<file path="config.mk">
export PLATFORM = sky130hd
export DESIGN_NAME = midi_rpn_control_filter
export DESIGN_NICKNAME = d
export VERILOG_FILES = /design/src/hw/rtl/mrpn_pkg.sv /design/src/hw/rtl/mrpn_cfg_regs.sv /design/src/hw/rtl/mrpn_chan_table.sv /design/src/hw/rtl/mrpn_filter_logic.sv /design/src/hw/rtl/midi_rpn_control_filter.sv
export SDC_FILE = /design/constraint.sdc
export NUM_CORES = 1
export LEC_CHECK = 0
export BUFFER_PORTS_ARGS = -buffer_cell sky130_fd_sc_hd__buf_2
export CORE_ASPECT_RATIO = 0.7
export CORE_MARGIN = 2
export CORE_UTILIZATION = 35
export CTS_BUF_LIST = sky130_fd_sc_hd__clkbuf_8
export DETAILED_ROUTE_END_ITERATION = 12
export SLEW_MARGIN = 10
export SYNTH_ARGS = -nofsm -noshare
export SYNTH_HDL_FRONTEND = slang
export SYNTH_SLANG_ARGS = --single-unit
</file>
<file path="constraint.sdc">
create_clock -name clk -period 6.5 [get_ports clk]
set_clock_uncertainty 0.1 [all_clocks]
set_input_delay 1.3 -clock clk [delete_from_list [all_inputs] [get_ports clk]]
set_output_delay 1.3 -clock clk [all_outputs]
set_load 0.005 [all_outputs]
</file>
<file path="src/hw/rtl/mrpn_pkg.sv">
// Shared types, constants and the controller classification function of the RPN control filter.
package mrpn_pkg;

    // Field widths; group, channel, controller and data are fixed by the MIDI control change format.
    localparam int GROUP_W = 4;
    localparam int CHAN_W  = 4;
    localparam int CC_W    = 7;
    localparam int DATA_W  = 7;
    localparam int SEL_W   = 14;
    localparam int DROP_W  = 16;

    // Configuration port geometry and register indexes.
    localparam int CFG_IDX_W  = 3;
    localparam int CFG_DATA_W = 7;

    localparam logic [CFG_IDX_W-1:0] CFG_RACK16       = 3'd0;
    localparam logic [CFG_IDX_W-1:0] CFG_MGR_AUTO     = 3'd1;
    localparam logic [CFG_IDX_W-1:0] CFG_MBR_AUTO     = 3'd2;
    localparam logic [CFG_IDX_W-1:0] CFG_INIT_MPE     = 3'd3;
    localparam logic [CFG_IDX_W-1:0] CFG_INIT_MGR_RNG = 3'd4;
    localparam logic [CFG_IDX_W-1:0] CFG_INIT_MBR_RNG = 3'd5;

    // Reset values of the live state.
    localparam logic              RST_MPE     = 1'b0;
    localparam logic [DATA_W-1:0] RST_MGR_RNG = 7'd2;
    localparam logic [DATA_W-1:0] RST_MBR_RNG = 7'd48;

    // Parameter selection constants.
    localparam logic [SEL_W-1:0] NULL_PARAM = 14'h3fff;
    localparam logic [SEL_W-1:0] LOW7_MASK  = 14'h007f;
    localparam logic [SEL_W-1:0] HIGH7_MASK = 14'h3f80;
    localparam logic [SEL_W-1:0] RPN_BEND   = 14'd0;
    localparam logic [SEL_W-1:0] RPN_MPE    = 14'd6;

    // Controller numbers that the parser acts on.
    localparam logic [CC_W-1:0] CC_DATA_ENTRY = 7'd6;
    localparam logic [CC_W-1:0] CC_NRPN_MSB   = 7'd99;
    localparam logic [CC_W-1:0] CC_NRPN_LSB   = 7'd98;
    localparam logic [CC_W-1:0] CC_RPN_MSB    = 7'd101;
    localparam logic [CC_W-1:0] CC_RPN_LSB    = 7'd100;

    localparam logic [DROP_W-1:0] DROP_MAX = 16'hffff;

    typedef struct packed {
        logic [GROUP_W-1:0] group;
        logic [CHAN_W-1:0]  channel;
        logic [CC_W-1:0]    controller;
        logic [DATA_W-1:0]  value;
    } item_t;

    typedef struct packed {
        logic rack16;
        logic mgr_auto;
        logic mbr_auto;
    } cfg_t;

    typedef struct packed {
        logic [SEL_W-1:0] sel;
        logic             nrpn;
    } chan_entry_t;

    typedef struct packed {
        logic              en;
        logic [CHAN_W-1:0] channel;
        chan_entry_t       entry;
    } chan_wr_t;

    typedef struct packed {
        logic              mpe;
        logic [DATA_W-1:0] mgr_rng;
        logic [DATA_W-1:0] mbr_rng;
        logic [DROP_W-1:0] drops;
    } glob_t;

    // Controllers that only the manager channel may send while MPE is on.
    function automatic logic manager_only(input logic [CC_W-1:0] cc);
        logic hit;
        case (cc) inside
            7'd0, 7'd32, [7'd64:7'd69], 7'd120, 7'd121, [7'd123:7'd125]: hit = 1'b1;
            default: hit = 1'b0;
        endcase
        return hit;
    endfunction

endpackage

</file>
<file path="src/hw/rtl/mrpn_cfg_regs.sv">
// Configuration register file of the RPN control filter.
module mrpn_cfg_regs (
    input  logic                               clk,
    input  logic                               rst_n,
    input  logic                               cfg_valid,
    output logic                               cfg_ready,
    input  logic [mrpn_pkg::CFG_IDX_W-1:0]     cfg_index,
    input  logic [mrpn_pkg::CFG_DATA_W-1:0]    cfg_data,
    output mrpn_pkg::cfg_t                     cfg
);

    logic rack16_reg;
    logic mgr_auto_reg;
    logic mbr_auto_reg;
    logic cfg_fire;

    // Writes are always taken.
    assign cfg_ready = 1'b1;
    assign cfg_fire  = cfg_valid;

    // The initial range and MPE registers only name the reset values of the
    // live state, which are fixed at reset; their beats are taken and dropped.
    always_ff @(posedge clk or negedge rst_n)
    begin
        if (!rst_n)
        begin
            rack16_reg   <= 1'b0;
            mgr_auto_reg <= 1'b1;
            mbr_auto_reg <= 1'b1;
        end
        else if (cfg_fire)
        begin
            unique case (cfg_index)
                mrpn_pkg::CFG_RACK16:   rack16_reg   <= cfg_data[0];
                mrpn_pkg::CFG_MGR_AUTO: mgr_auto_reg <= cfg_data[0];
                mrpn_pkg::CFG_MBR_AUTO: mbr_auto_reg <= cfg_data[0];
                default: ;
            endcase
        end
    end

    assign cfg.rack16   = rack16_reg;
    assign cfg.mgr_auto = mgr_auto_reg;
    assign cfg.mbr_auto = mbr_auto_reg;

endmodule

</file>
<file path="src/hw/rtl/mrpn_chan_table.sv">
// Per-channel parameter selection and NRPN mode registers.
module mrpn_chan_table #(
    parameter int CHANNELS = 16
) (
    input  logic                          clk,
    input  logic                          rst_n,
    input  logic [mrpn_pkg::CHAN_W-1:0]   rd_channel,
    output mrpn_pkg::chan_entry_t         rd_entry,
    input  mrpn_pkg::chan_wr_t            wr
);

    localparam int IDX_W = (CHANNELS > 1) ? $clog2(CHANNELS) : 1;

    mrpn_pkg::chan_entry_t table_reg [CHANNELS];

    logic             rd_in_range;
    logic             wr_in_range;
    logic [IDX_W-1:0] rd_idx;
    logic [IDX_W-1:0] wr_idx;

    assign rd_in_range = ({1'b0, rd_channel} < (mrpn_pkg::CHAN_W+1)'(CHANNELS));
    assign wr_in_range = ({1'b0, wr.channel} < (mrpn_pkg::CHAN_W+1)'(CHANNELS));
    assign rd_idx      = IDX_W'(rd_channel);
    assign wr_idx      = IDX_W'(wr.channel);

    // Out-of-range channels read as the null selection in RPN mode.
    always_comb
    begin
        if (rd_in_range)
        begin
            rd_entry = table_reg[rd_idx];
        end
        else
        begin
            rd_entry.sel  = mrpn_pkg::NULL_PARAM;
            rd_entry.nrpn = 1'b0;
        end
    end

    // Every entry resets to the null parameter in RPN mode.
    always_ff @(posedge clk or negedge rst_n)
    begin
        if (!rst_n)
        begin
            for (int i = 0; i < CHANNELS; i++)
            begin
                table_reg[i].sel  <= mrpn_pkg::NULL_PARAM;
                table_reg[i].nrpn <= 1'b0;
            end
        end
        else if (wr.en && wr_in_range)
        begin
            table_reg[wr_idx] <= wr.entry;
        end
    end

endmodule

</file>
<file path="src/hw/rtl/mrpn_filter_logic.sv">
// Combinational acceptance check and RPN parser for one control change.
module mrpn_filter_logic #(
    parameter int CHANNELS = 16
) (
    input  mrpn_pkg::item_t        item,
    input  mrpn_pkg::cfg_t         cfg,
    input  mrpn_pkg::chan_entry_t  chan,
    input  mrpn_pkg::glob_t        glob,
    output mrpn_pkg::glob_t        glob_next,
    output mrpn_pkg::chan_wr_t     chan_wr,
    output logic                   accepted
);

    logic is_member;
    logic reject;
    logic parse_ok;
    logic is_manager_ch;
    logic data_ok;

    // Acceptance is judged on the MPE state before this item.
    assign is_manager_ch = (item.channel == '0);
    assign is_member     = glob.mpe && (item.group == '0) && !is_manager_ch;
    assign reject        = is_member && mrpn_pkg::manager_only(item.controller);
    assign accepted      = !reject;

    assign parse_ok = (item.group == '0)
                   && ({1'b0, item.channel} < (mrpn_pkg::CHAN_W+1)'(CHANNELS));
    assign data_ok  = !chan.nrpn && (chan.sel != mrpn_pkg::NULL_PARAM);

    always_comb
    begin
        glob_next     = glob;
        chan_wr.en      = 1'b0;
        chan_wr.channel = item.channel;
        chan_wr.entry   = chan;

        // Saturating drop counter.
        if (reject && (glob.drops != mrpn_pkg::DROP_MAX))
        begin
            glob_next.drops = glob.drops + 16'd1;
        end

        // Selection updates and data entry.
        if (parse_ok)
        begin
            case (item.controller)
                mrpn_pkg::CC_NRPN_MSB, mrpn_pkg::CC_RPN_MSB:
                begin
                    chan_wr.en          = 1'b1;
                    chan_wr.entry.sel   = (chan.sel & mrpn_pkg::LOW7_MASK)
                                        | {item.value, 7'd0};
                    chan_wr.entry.nrpn  = (item.controller == mrpn_pkg::CC_NRPN_MSB);
                end
                mrpn_pkg::CC_NRPN_LSB, mrpn_pkg::CC_RPN_LSB:
                begin
                    chan_wr.en          = 1'b1;
                    chan_wr.entry.sel   = (chan.sel & mrpn_pkg::HIGH7_MASK)
                                        | {7'd0, item.value};
                    chan_wr.entry.nrpn  = (item.controller == mrpn_pkg::CC_NRPN_LSB);
                end
                mrpn_pkg::CC_DATA_ENTRY:
                begin
                    if (data_ok && (chan.sel == mrpn_pkg::RPN_MPE))
                    begin
                        if (is_manager_ch && !cfg.rack16)
                        begin
                            glob_next.mpe = (item.value >= 7'd1) && (item.value <= 7'd15);
                        end
                    end
                    else if (data_ok && (chan.sel == mrpn_pkg::RPN_BEND))
                    begin
                        if (is_manager_ch)
                        begin
                            if (cfg.mgr_auto)
                            begin
                                glob_next.mgr_rng = item.value;
                            end
                        end
                        else if (cfg.mbr_auto)
                        begin
                            glob_next.mbr_rng = item.value;
                        end
                    end
                end
                default: ;
            endcase
        end
    end

endmodule

</file>
<file path="src/hw/rtl/midi_rpn_control_filter.sv">
// Top level of the MIDI RPN/NRPN control filter.
//
// Input beats carry one MIDI control change (group, channel, controller,
// value) on a valid/ready channel. Each beat yields exactly one result beat:
// whether the change is passed on, plus the MPE enable, manager and member
// bend ranges and the saturating drop count as they stand after it.
// A beat is captured in an input register; once the result register is free or
// being taken, the filter logic reads the channel's selection, updates the
// state and loads the result register. Throughput is one beat per cycle while
// the receiver does not stall, set by the read-modify-write of the
// per-channel selection registers.
// When the receiver stalls, the result register holds and the input register
// keeps one more beat; ready drops only when both are full.
// The configuration channel is always ready and takes every write.
// Reset clears every channel to the null parameter in RPN mode, MPE off,
// manager range 2, member range 48 and the drop count to zero; it also
// restores the configuration registers to their defaults.
module midi_rpn_control_filter #(
    parameter int CHANNELS = 16
) (
    input  logic                                clk,
    input  logic                                rst_n,
    input  logic                                in_valid,
    output logic                                in_ready,
    input  logic [mrpn_pkg::GROUP_W-1:0]        group,
    input  logic [mrpn_pkg::CHAN_W-1:0]         channel,
    input  logic [mrpn_pkg::CC_W-1:0]           controller,
    input  logic [mrpn_pkg::DATA_W-1:0]         value,
    output logic                                out_valid,
    input  logic                                out_ready,
    output logic                                accepted,
    output logic                                mpe_on,
    output logic [mrpn_pkg::DATA_W-1:0]         manager_range,
    output logic [mrpn_pkg::DATA_W-1:0]         member_range,
    output logic [mrpn_pkg::DROP_W-1:0]         dropped_controls,
    input  logic                                cfg_valid,
    output logic                                cfg_ready,
    input  logic [mrpn_pkg::CFG_IDX_W-1:0]      cfg_index,
    input  logic [mrpn_pkg::CFG_DATA_W-1:0]     cfg_data
);

    mrpn_pkg::cfg_t        cfg;
    mrpn_pkg::item_t       s1_item_reg;
    mrpn_pkg::chan_entry_t chan_rd;
    mrpn_pkg::chan_wr_t    chan_wr_raw;
    mrpn_pkg::chan_wr_t    chan_wr;
    mrpn_pkg::glob_t       glob_reg;
    mrpn_pkg::glob_t       glob_next;

    logic s1_valid_reg;
    logic s1_valid_next;
    logic out_valid_reg;
    logic out_valid_next;
    logic acc_next;
    logic acc_reg;
    logic in_fire;
    logic s1_fire;
    logic advance;

    // Configuration registers.
    mrpn_cfg_regs u_cfg (
        .clk       (clk),
        .rst_n     (rst_n),
        .cfg_valid (cfg_valid),
        .cfg_ready (cfg_ready),
        .cfg_index (cfg_index),
        .cfg_data  (cfg_data),
        .cfg       (cfg)
    );

    // Handshake control of the two register stages.
    assign advance  = !out_valid_reg || out_ready;
    assign s1_fire  = s1_valid_reg && advance;
    assign in_ready = !s1_valid_reg || advance;
    assign in_fire  = in_valid && in_ready;

    always_comb
    begin
        s1_valid_next = s1_valid_reg;
        if (in_fire)
        begin
            s1_valid_next = 1'b1;
        end
        else if (s1_fire)
        begin
            s1_valid_next = 1'b0;
        end

        out_valid_next = out_valid_reg;
        if (s1_fire)
        begin
            out_valid_next = 1'b1;
        end
        else if (out_ready)
        begin
            out_valid_next = 1'b0;
        end
    end

    always_ff @(posedge clk or negedge rst_n)
    begin
        if (!rst_n)
        begin
            s1_valid_reg  <= 1'b0;
            out_valid_reg <= 1'b0;
        end
        else
        begin
            s1_valid_reg  <= s1_valid_next;
            out_valid_reg <= out_valid_next;
        end
    end

    // Input register.
    always_ff @(posedge clk)
    begin
        if (in_fire)
        begin
            s1_item_reg.group      <= group;
            s1_item_reg.channel    <= channel;
            s1_item_reg.controller <= controller;
            s1_item_reg.value      <= value;
        end
    end

    // Per-channel selection registers.
    mrpn_chan_table #(
        .CHANNELS (CHANNELS)
    ) u_table (
        .clk        (clk),
        .rst_n      (rst_n),
        .rd_channel (s1_item_reg.channel),
        .rd_entry   (chan_rd),
        .wr         (chan_wr)
    );

    // Acceptance and parser logic.
    mrpn_filter_logic #(
        .CHANNELS (CHANNELS)
    ) u_logic (
        .item      (s1_item_reg),
        .cfg       (cfg),
        .chan      (chan_rd),
        .glob      (glob_reg),
        .glob_next (glob_next),
        .chan_wr   (chan_wr_raw),
        .accepted  (acc_next)
    );

    always_comb
    begin
        chan_wr    = chan_wr_raw;
        chan_wr.en = chan_wr_raw.en && s1_fire;
    end

    // Global state, updated once per processed beat.
    always_ff @(posedge clk or negedge rst_n)
    begin
        if (!rst_n)
        begin
            glob_reg.mpe     <= mrpn_pkg::RST_MPE;
            glob_reg.mgr_rng <= mrpn_pkg::RST_MGR_RNG;
            glob_reg.mbr_rng <= mrpn_pkg::RST_MBR_RNG;
            glob_reg.drops   <= '0;
        end
        else if (s1_fire)
        begin
            glob_reg <= glob_next;
        end
    end

    // Result register.
    always_ff @(posedge clk)
    begin
        if (s1_fire)
        begin
            acc_reg <= acc_next;
        end
    end

    assign out_valid        = out_valid_reg;
    assign accepted         = acc_reg;
    assign mpe_on           = glob_reg.mpe;
    assign manager_range    = glob_reg.mgr_rng;
    assign member_range     = glob_reg.mbr_rng;
    assign dropped_controls = glob_reg.drops;

    // An empty result register never holds back the input side.
    a_ready_when_empty: assert property (@(posedge clk) disable iff (!rst_n)
        !out_valid_reg |-> in_ready)
        else $error("input stalled with an empty result register");

    // The drop counter never goes backwards.
    a_drops_monotonic: assert property (@(posedge clk) disable iff (!rst_n)
        ##1 (glob_reg.drops >= $past(glob_reg.drops)))
        else $error("drop counter decreased");

    // A rejected beat bumps the counter unless it is full.
    a_reject_counts: assert property (@(posedge clk) disable iff (!rst_n)
        (s1_fire && !acc_next) |=>
            ((glob_reg.drops == $past(glob_reg.drops) + 16'd1)
             || (glob_reg.drops == mrpn_pkg::DROP_MAX)))
        else $error("rejected control not counted");

    // MPE state moves only when a beat is processed.
    a_mpe_stable: assert property (@(posedge clk) disable iff (!rst_n)
        !s1_fire |=> $stable(glob_reg.mpe))
        else $error("MPE state changed without a beat");

endmodule
</file>
==> results.sh, run 1 <==
export IMPL_run_status="completed"
export IMPL_combPwrFrac_pct=3.8
export IMPL_number_of_storage_elements_in_the_synthesis_netlist=299
export IMPL_ys_warnings_count=0
export IMPL_synthFlopType="dfstp_2"
export IMPL_timing_fmax_mhz=263
export IMPL_totalPowerFinal_w=0.00361
export IMPL_grt_pass1_vias=8634
export IMPL_ant_nets=0
export IMPL_final_nets=1226
export IMPL_finalWorstPathRequiredPeriod_ps=3800
export IMPL_cts_sinks=299
export IMPL_powerDensity_nw_per_um2=241
export IMPL_slack_of_the_worst_reg_to_reg_path_ps=2700
export IMPL_most_frequent_standard_cell_in_the_layout_excluding_fill_and_tap_cells="dfstp_2"
export IMPL_full_die_area_um2=39500
export IMPL_post_cts_setup_buffers=0
export IMPL_tritoncts_num_buffers=45
export IMPL_critPathCaptureType="flop"
export IMPL_startpoint="s1_item_reg[14]$_DFFE_PP_"
export IMPL_maximum_number_of_pins_on_one_net_before_global_route_repair=158
export IMPL_num_io_pins=72
export IMPL_timing_critical_path_buf_inv=1
export IMPL_report_final_hold_viol_count=0
export IMPL_asyncSetResetFlopFracSynth_pct=92.3
export IMPL_post_cts_hold_buffer_count=0
export IMPL_antenna_violations_before_repair=2
export IMPL_drt_iter0_drc=670
export IMPL_grt_setup_unrepaired="no"
export IMPL_post_dp_cell_area_um2=14100
export IMPL_critical_path_startpoint_type="flop"
export IMPL_chipHeight_um=167
export IMPL_wire_per_inst_um=19.0
export IMPL_fp_coreArea_um2=37200
export IMPL_netSwitchingFraction_pct=23.7
export IMPL_place_congestion=0.781
export IMPL_max_cap_violations=0
export IMPL_htree_num_levels=2
export IMPL_cellLeakagePower_nw=5.89
export IMPL_final_core_util_pct=40.3
export IMPL_worst_slew_pin_slew_ps=1270
export IMPL_finalWirelength_um=32400
export IMPL_max_slew_margin_pct=15.1
export IMPL_hpwlAfterDp_um=19800
export IMPL_crit_reg2reg_launch="s1_item_reg[14]$_DFFE_PP_"
export IMPL_groute_usage_overall_pct=16.5
export IMPL_nFillCells=3556
export IMPL_yosysTopAreaCellShare_pct=45.4
export IMPL_synth_edff_count=23
export IMPL_r2r_end="manager_range[3]$_DFFE_PN0P_"
export IMPL_cp_max_fo=62
export IMPL_grt_first_pass_wirelength_um=50900
export IMPL_ir_drop_uv=130
export IMPL_synth_area_top_cells="dfstp_2 (45%), mux4_2 (9.2%), dfrtp_1 (8.9%), edfxtp_1 (5.2%), a21oi_1 (4.7%)"
export IMPL_seqCellArea_um2=7880
export IMPL_timing_critical_path_slowest_stage_cell="nor4_2"
export IMPL_hold_ws_ps=378
export IMPL_multi_input_comb_area_um2=4990
export IMPL_p_seq_share_pct=53.5
export IMPL_max_clock_path_buffers=3
export IMPL_timing_hold_worst_class="flop to flop"
export IMPL_worst_path_dominant_cell_family="simple AND/OR/NAND/NOR gates"
export IMPL_power_net_switching_w=0.000855
export IMPL_layout_drive_gt1_share_pct=38.8
export IMPL_numPortBuffers=64
export IMPL_starting_density_pct=35.6
export IMPL_cp_num_cells=7
export IMPL_postSynthCellCount=1136
export IMPL_largest_reg_flops=240
export IMPL_crit_path_end="manager_range[3]$_DFFE_PN0P_"
export IMPL_tritoncts="yes"
export IMPL_drt_pass1_iter_count=5
export IMPL_grt_remaining_overflow=0
export IMPL_vias=8856
export IMPL_yosysSeqAreaShare_pct=59.5
export IMPL_worstPathCellList="buf_12 -> mux4_2 -> a22oi_1 -> nand2_1 -> nor4_2 -> nand4_2 -> mux2_2"
export IMPL_netlist_area_um2=13300
export IMPL_row_count=59
export IMPL_cp_data_required_time_ps=6860
export IMPL_ctsRootBufferMaster="clkbuf_8"
export IMPL_clkPwrFrac_pct=42.7
export IMPL_synth_distinct_cells=49
export IMPL_cts_resized_gates=0
export IMPL_floorplan_die_width_um=237
export IMPL_final_period_utilization_pct=58.5
export IMPL_detail_route_vias_per_cell=5.19
export IMPL_fin_setup_tns_ps=0
export IMPL_latest_clock_arrival_within_the_worst_skew_pair_ps=580
export IMPL_drt_drc_violations_left=0
export IMPL_r2r_worst_path_cells=7
export IMPL_clk_transition_reported_paths_ps=70
export IMPL_mostFrequentLayoutCells="dfstp_2 (229), nand2_1 (147), nor2_1 (130), a21oi_1 (123), o21ai_0 (121)"
export IMPL_syn_nets=1174
export IMPL_slew_violations=0
export IMPL_power_report_internal_total_w=0.00276
export IMPL_timing_critical_path_slowest_cell_delay_ps=770
export IMPL_average_cell_area_after_synthesis_um2=11.7
export IMPL_areaGrowthSynthToFinish_pct=13.0
export IMPL_post_synth_top_area_cell="dfstp_2"
export IMPL_design_area_um2=15000
export IMPL_worst_setup_path_type="flop to flop"
export IMPL_timing_final_setup_violations=0
export IMPL_timing_critical_path_arrival_ps=4170
==> power by group through the flow <==
stage	Sequential [W]	Clock (W)	Combinational [W]
floorplan	0.00195	0	0.0000759
global placement	0.00196	0	0.000140
detailed placement	0.00196	0	0.000141
CTS	0.00193	0.00159	0.000141
global route	0.00193	0.00167	0.000153
finish	0.00193	0.00154	0.000138
==> kinds of logic after synthesis <==
group,share of synthesized area (%)
and+or+nand+nor,11.7
AOI/OAI and AO/OA,11.3
other,0.0283
adders and majority gates,0.0944
xor gates and xnor gates,1.06
muxes,13.4
buffers and inverters,2.94
DFF,59.5
==> through the flow <==
step	setup WS [ps]	cells
6_report	2700	1707
5_1_grt	2360	1707
4_1_cts	2750	1706
3_5_place_dp	2260	1629
3_3_place_gp	2410	1629
2_1_floorplan	3380	1136
==> final cells by class <==
cell class | count | area share, %
Inverter | 4 | 0.100
Tap cell | 488 | 4.08
Clock inverter | 22 | 0.810
Sequential cell | 299 | 52.6
Timing Repair Buffer | 94 | 3.96
Clock buffer | 55 | 5.05
Multi-Input combinational cell | 744 | 33.3
Antenna cell | 1 | 0.0167
==> Yosys cell counts, drive strengths merged (12+ instances only) <==
cell      n
dfstp   229
nand2   147
nor2    130
a21oi   124
o21ai   122
clkbuf   76
mux4     60
dfrtp    47
a22oi    26
edfxtp   23
mux2     21
mux2i    16
buf      13
nor4     13
nand3    12
==> tightest hold or removal path: cells and delay by family, from the launching register on <==
| family | cells | cell delay, ps |
|---|---|---|
| DFF | 1 | 370 |
| AOI/OAI and AO/OA | 1 | 60 |
| and+or+nand+nor | 1 | 40 |
==> metal layers <==
metal / vias to the layer above / track usage, % / routed length (um)
met5: - / 0 / 0
met4: 0 / 3.94 / 504
met3: 51 / 4.43 / 2300
met2: 244 / 22.6 / 13300
met1: 4422 / 25.7 / 16300
li1: 4139 / - / -
==> how the worst min path moves through the flow <==
stage / startpoint / endpoint / slack, ps / cells after the start
after floorplan: u_table.table_reg[135]$_DFFE_PN0P_ / u_table.table_reg[135]$_DFFE_PN0P_ / 340 / 2
after global placement: u_table.table_reg[45]$_DFFE_PN0P_ / u_table.table_reg[45]$_DFFE_PN0P_ / 360 / 2
after detailed placement: u_table.table_reg[15]$_DFFE_PN0P_ / u_table.table_reg[15]$_DFFE_PN0P_ / 370 / 2
after CTS: u_table.table_reg[15]$_DFFE_PN0P_ / u_table.table_reg[15]$_DFFE_PN0P_ / 380 / 2
after global routing: u_table.table_reg[172]$_DFFE_PN1P_ / u_table.table_reg[172]$_DFFE_PN1P_ / 390 / 2
final: u_table.table_reg[47]$_DFFE_PN1P_ / u_table.table_reg[47]$_DFFE_PN1P_ / 380 / 2
Power figures use the tool's default switching activity.
==> run 2: changes to the inputs <==
==> constraint.sdc (replaced) <==
create_clock -name clk -period 3.4 [get_ports clk]
set_clock_uncertainty 0.1 [all_clocks]
set_input_delay 0.68 -clock clk [delete_from_list [all_inputs] [get_ports clk]]
set_output_delay 0.68 -clock clk [all_outputs]
set_load 0.005 [all_outputs]
==> run 2 against run 1 <==
Against the previous run: first-iteration DRC count increased by 5.7%; register-to-register slack worse by 2500 ps; setup slack got worse by 2500 ps; critical path depth up 2; core utilization increased by 1.4 points; design area rose by 3.5%; die area is the same; routed wire length grew 3.1%.
==> results.sh, run 2 (synthesized netlist as in run 1, its figures left out) <==
export IMPL_run_status="completed"
export IMPL_numPortBuffers=64
export IMPL_worst_setup_path_type="flop to flop"
export IMPL_netSwitchingFraction_pct=23.3
export IMPL_r2r_end="manager_range[4]$_DFFE_PN0P_"
export IMPL_latest_clock_arrival_within_the_worst_skew_pair_ps=590
export IMPL_critical_path_startpoint_type="flop"
export IMPL_largest_reg_flops=240
export IMPL_dp_cells=1664
export IMPL_timing_fmax_mhz=308
export IMPL_fin_setup_tns_ps=0
export IMPL_cp_max_fo=10
export IMPL_cts_sinks=299
export IMPL_ir_drop_uv=272
export IMPL_drt_iter0_drc=708
export IMPL_maximum_number_of_pins_on_one_net_before_global_route_repair=93
export IMPL_most_frequent_standard_cell_in_the_layout_excluding_fill_and_tap_cells="dfstp_2"
export IMPL_timing_final_setup_violations=0
export IMPL_floorplan_die_width_um=237
export IMPL_areaGrowthSynthToFinish_pct=16.9
export IMPL_row_count=59
export IMPL_crit_reg2reg_launch="s1_item_reg[14]$_DFFE_PP_"
export IMPL_combPwrFrac_pct=4.2
export IMPL_starting_density_pct=35.6
export IMPL_min_delay_worst_endpoint="s1_item_reg[3]$_DFFE_PP_"
export IMPL_timing_hold_worst_class="input port to flop"
export IMPL_grt_first_pass_wirelength_um=53100
export IMPL_detail_route_vias_per_cell=5.15
export IMPL_grt_remaining_overflow=0
export IMPL_worst_slew_pin_slew_ps=716
export IMPL_post_dp_cell_area_um2=14500
export IMPL_hold_depth=1
export IMPL_final_period_utilization_pct=95.6
export IMPL_powerDensity_nw_per_um2=460
export IMPL_ctsRootBufferMaster="clkbuf_8"
export IMPL_chipHeight_um=167
export IMPL_vias=9014
export IMPL_hp_start="value[3]"
export IMPL_max_slew_margin_pct=52.3
export IMPL_max_cap_violations=0
export IMPL_htree_num_levels=2
export IMPL_final_core_util_pct=41.7
export IMPL_mostFrequentLayoutCells="dfstp_2 (229), nand2_1 (147), nor2_1 (130), a21oi_1 (124), o21ai_0 (121)"
export IMPL_finish_cell_count_without_fillers=1750
export IMPL_fp_coreArea_um2=37200
export IMPL_hpwlAfterDp_um=21800
export IMPL_cp_data_required_time_ps=3760
export IMPL_num_io_pins=72
export IMPL_drt_drc_violations_left=0
export IMPL_finalWirelength_um=33400
export IMPL_clkPwrFrac_pct=43.9
export IMPL_r2r_worst_path_cells=9
export IMPL_slew_violations=0
export IMPL_groute_usage_overall_pct=17.3
export IMPL_tritoncts_num_buffers=45
export IMPL_slack_of_the_worst_reg_to_reg_path_ps=150
export IMPL_ant_nets=0
export IMPL_cellLeakagePower_nw=6.17
export IMPL_full_die_area_um2=39500
export IMPL_final_nets=1265
export IMPL_startpoint="s1_item_reg[14]$_DFFE_PP_"
export IMPL_grt_pass1_vias=9098
export IMPL_clk_transition_reported_paths_ps=70
export IMPL_hold_ws_ps=175
export IMPL_antenna_violations_before_repair=0
export IMPL_tritoncts="yes"
export IMPL_place_congestion=0.770
export IMPL_layout_drive_gt1_share_pct=40.6
export IMPL_timing_critical_path_arrival_ps=3610
export IMPL_report_final_hold_viol_count=0
export IMPL_p_seq_share_pct=51.9
export IMPL_power_report_internal_total_w=0.00546
export IMPL_wire_per_inst_um=19.1
export IMPL_design_area_um2=15500
export IMPL_power_net_switching_w=0.00166
export IMPL_critPathCaptureType="flop"
export IMPL_antenna_cells=0
export IMPL_finalWorstPathRequiredPeriod_ps=3250
export IMPL_max_clock_path_buffers=3
export IMPL_drt_pass1_iter_count=5
==> run 2: critical path: stages (launching register included) <==
cell and delay [ps]:
edfxtp_1 390, buf_12 180, buf_4 230, mux4_2 530, a22oi_1 330, nand2_1 180, nor4_4 350, buf_4 200
nand4_2 260, mux2_2 360
==> run 2: how the worst max path moves through the flow <==
| stage | endpoint | slack (ps) | cells after the start |
|---|---|---|---|
| after floorplan | manager_range[0]$_DFFE_PN0P_ | 550 | 9 |
| after global placement | manager_range[5]$_DFFE_PN0P_ | 120 | 9 |
| after detailed placement | manager_range[5]$_DFFE_PN0P_ | 120 | 9 |
| after CTS | manager_range[4]$_DFFE_PN0P_ | 70 | 9 |
| after global routing | manager_range[0]$_DFFE_PN0P_ | -30 | 9 |
| final | manager_range[4]$_DFFE_PN0P_ | 150 | 9 |
==> run 2: power groups by stage <==
stage | logic (W) | clock network [W] | registers [W]
after floorplan | 0.000145 | 0 | 0.00373
after global placement | 0.000291 | 0 | 0.00375
after detailed placement | 0.000294 | 0 | 0.00375
after CTS | 0.000296 | 0.00323 | 0.00370
after global routing | 0.000327 | 0.00339 | 0.00370
final | 0.000298 | 0.00313 | 0.00370
==> run 2: through the flow <==
stage	setup slack, ps	power (W)
2_1_floorplan	553	0.00387
3_3_place_gp	120	0.00404
3_5_place_dp	118	0.00405
4_1_cts	68.3	0.00723
5_1_grt	-26.1	0.00742
6_report	149	0.00713
==> run 2: cell type report <==
cell class / instances / area, um^2
clock buffers: 55 / 757
flip-flops and latches: 299 / 7880
multi-input cells: 744 / 4990
clock inverters: 27 / 198
repair buffers: 133 / 1040
inverters: 4 / 15.0
well taps: 488 / 611
fillers: 3569 / 21700
==> run 2: repair_timing <==
action                     CTS  global route
buffers inserted             0             3
setup endpoints to repair    0             7
hold buffers                 1             0
hold endpoints to repair     3             0
gates resized for setup      0             2
==> run 2: routing by layer <==
layer | share of wire (%) | global-route usage [%]
met5 | 0 | 0
met4 | 1.7 | 4.07
met3 | 8.0 | 5.19
met2 | 42 | 24.2
met1 | 48 | 26.0
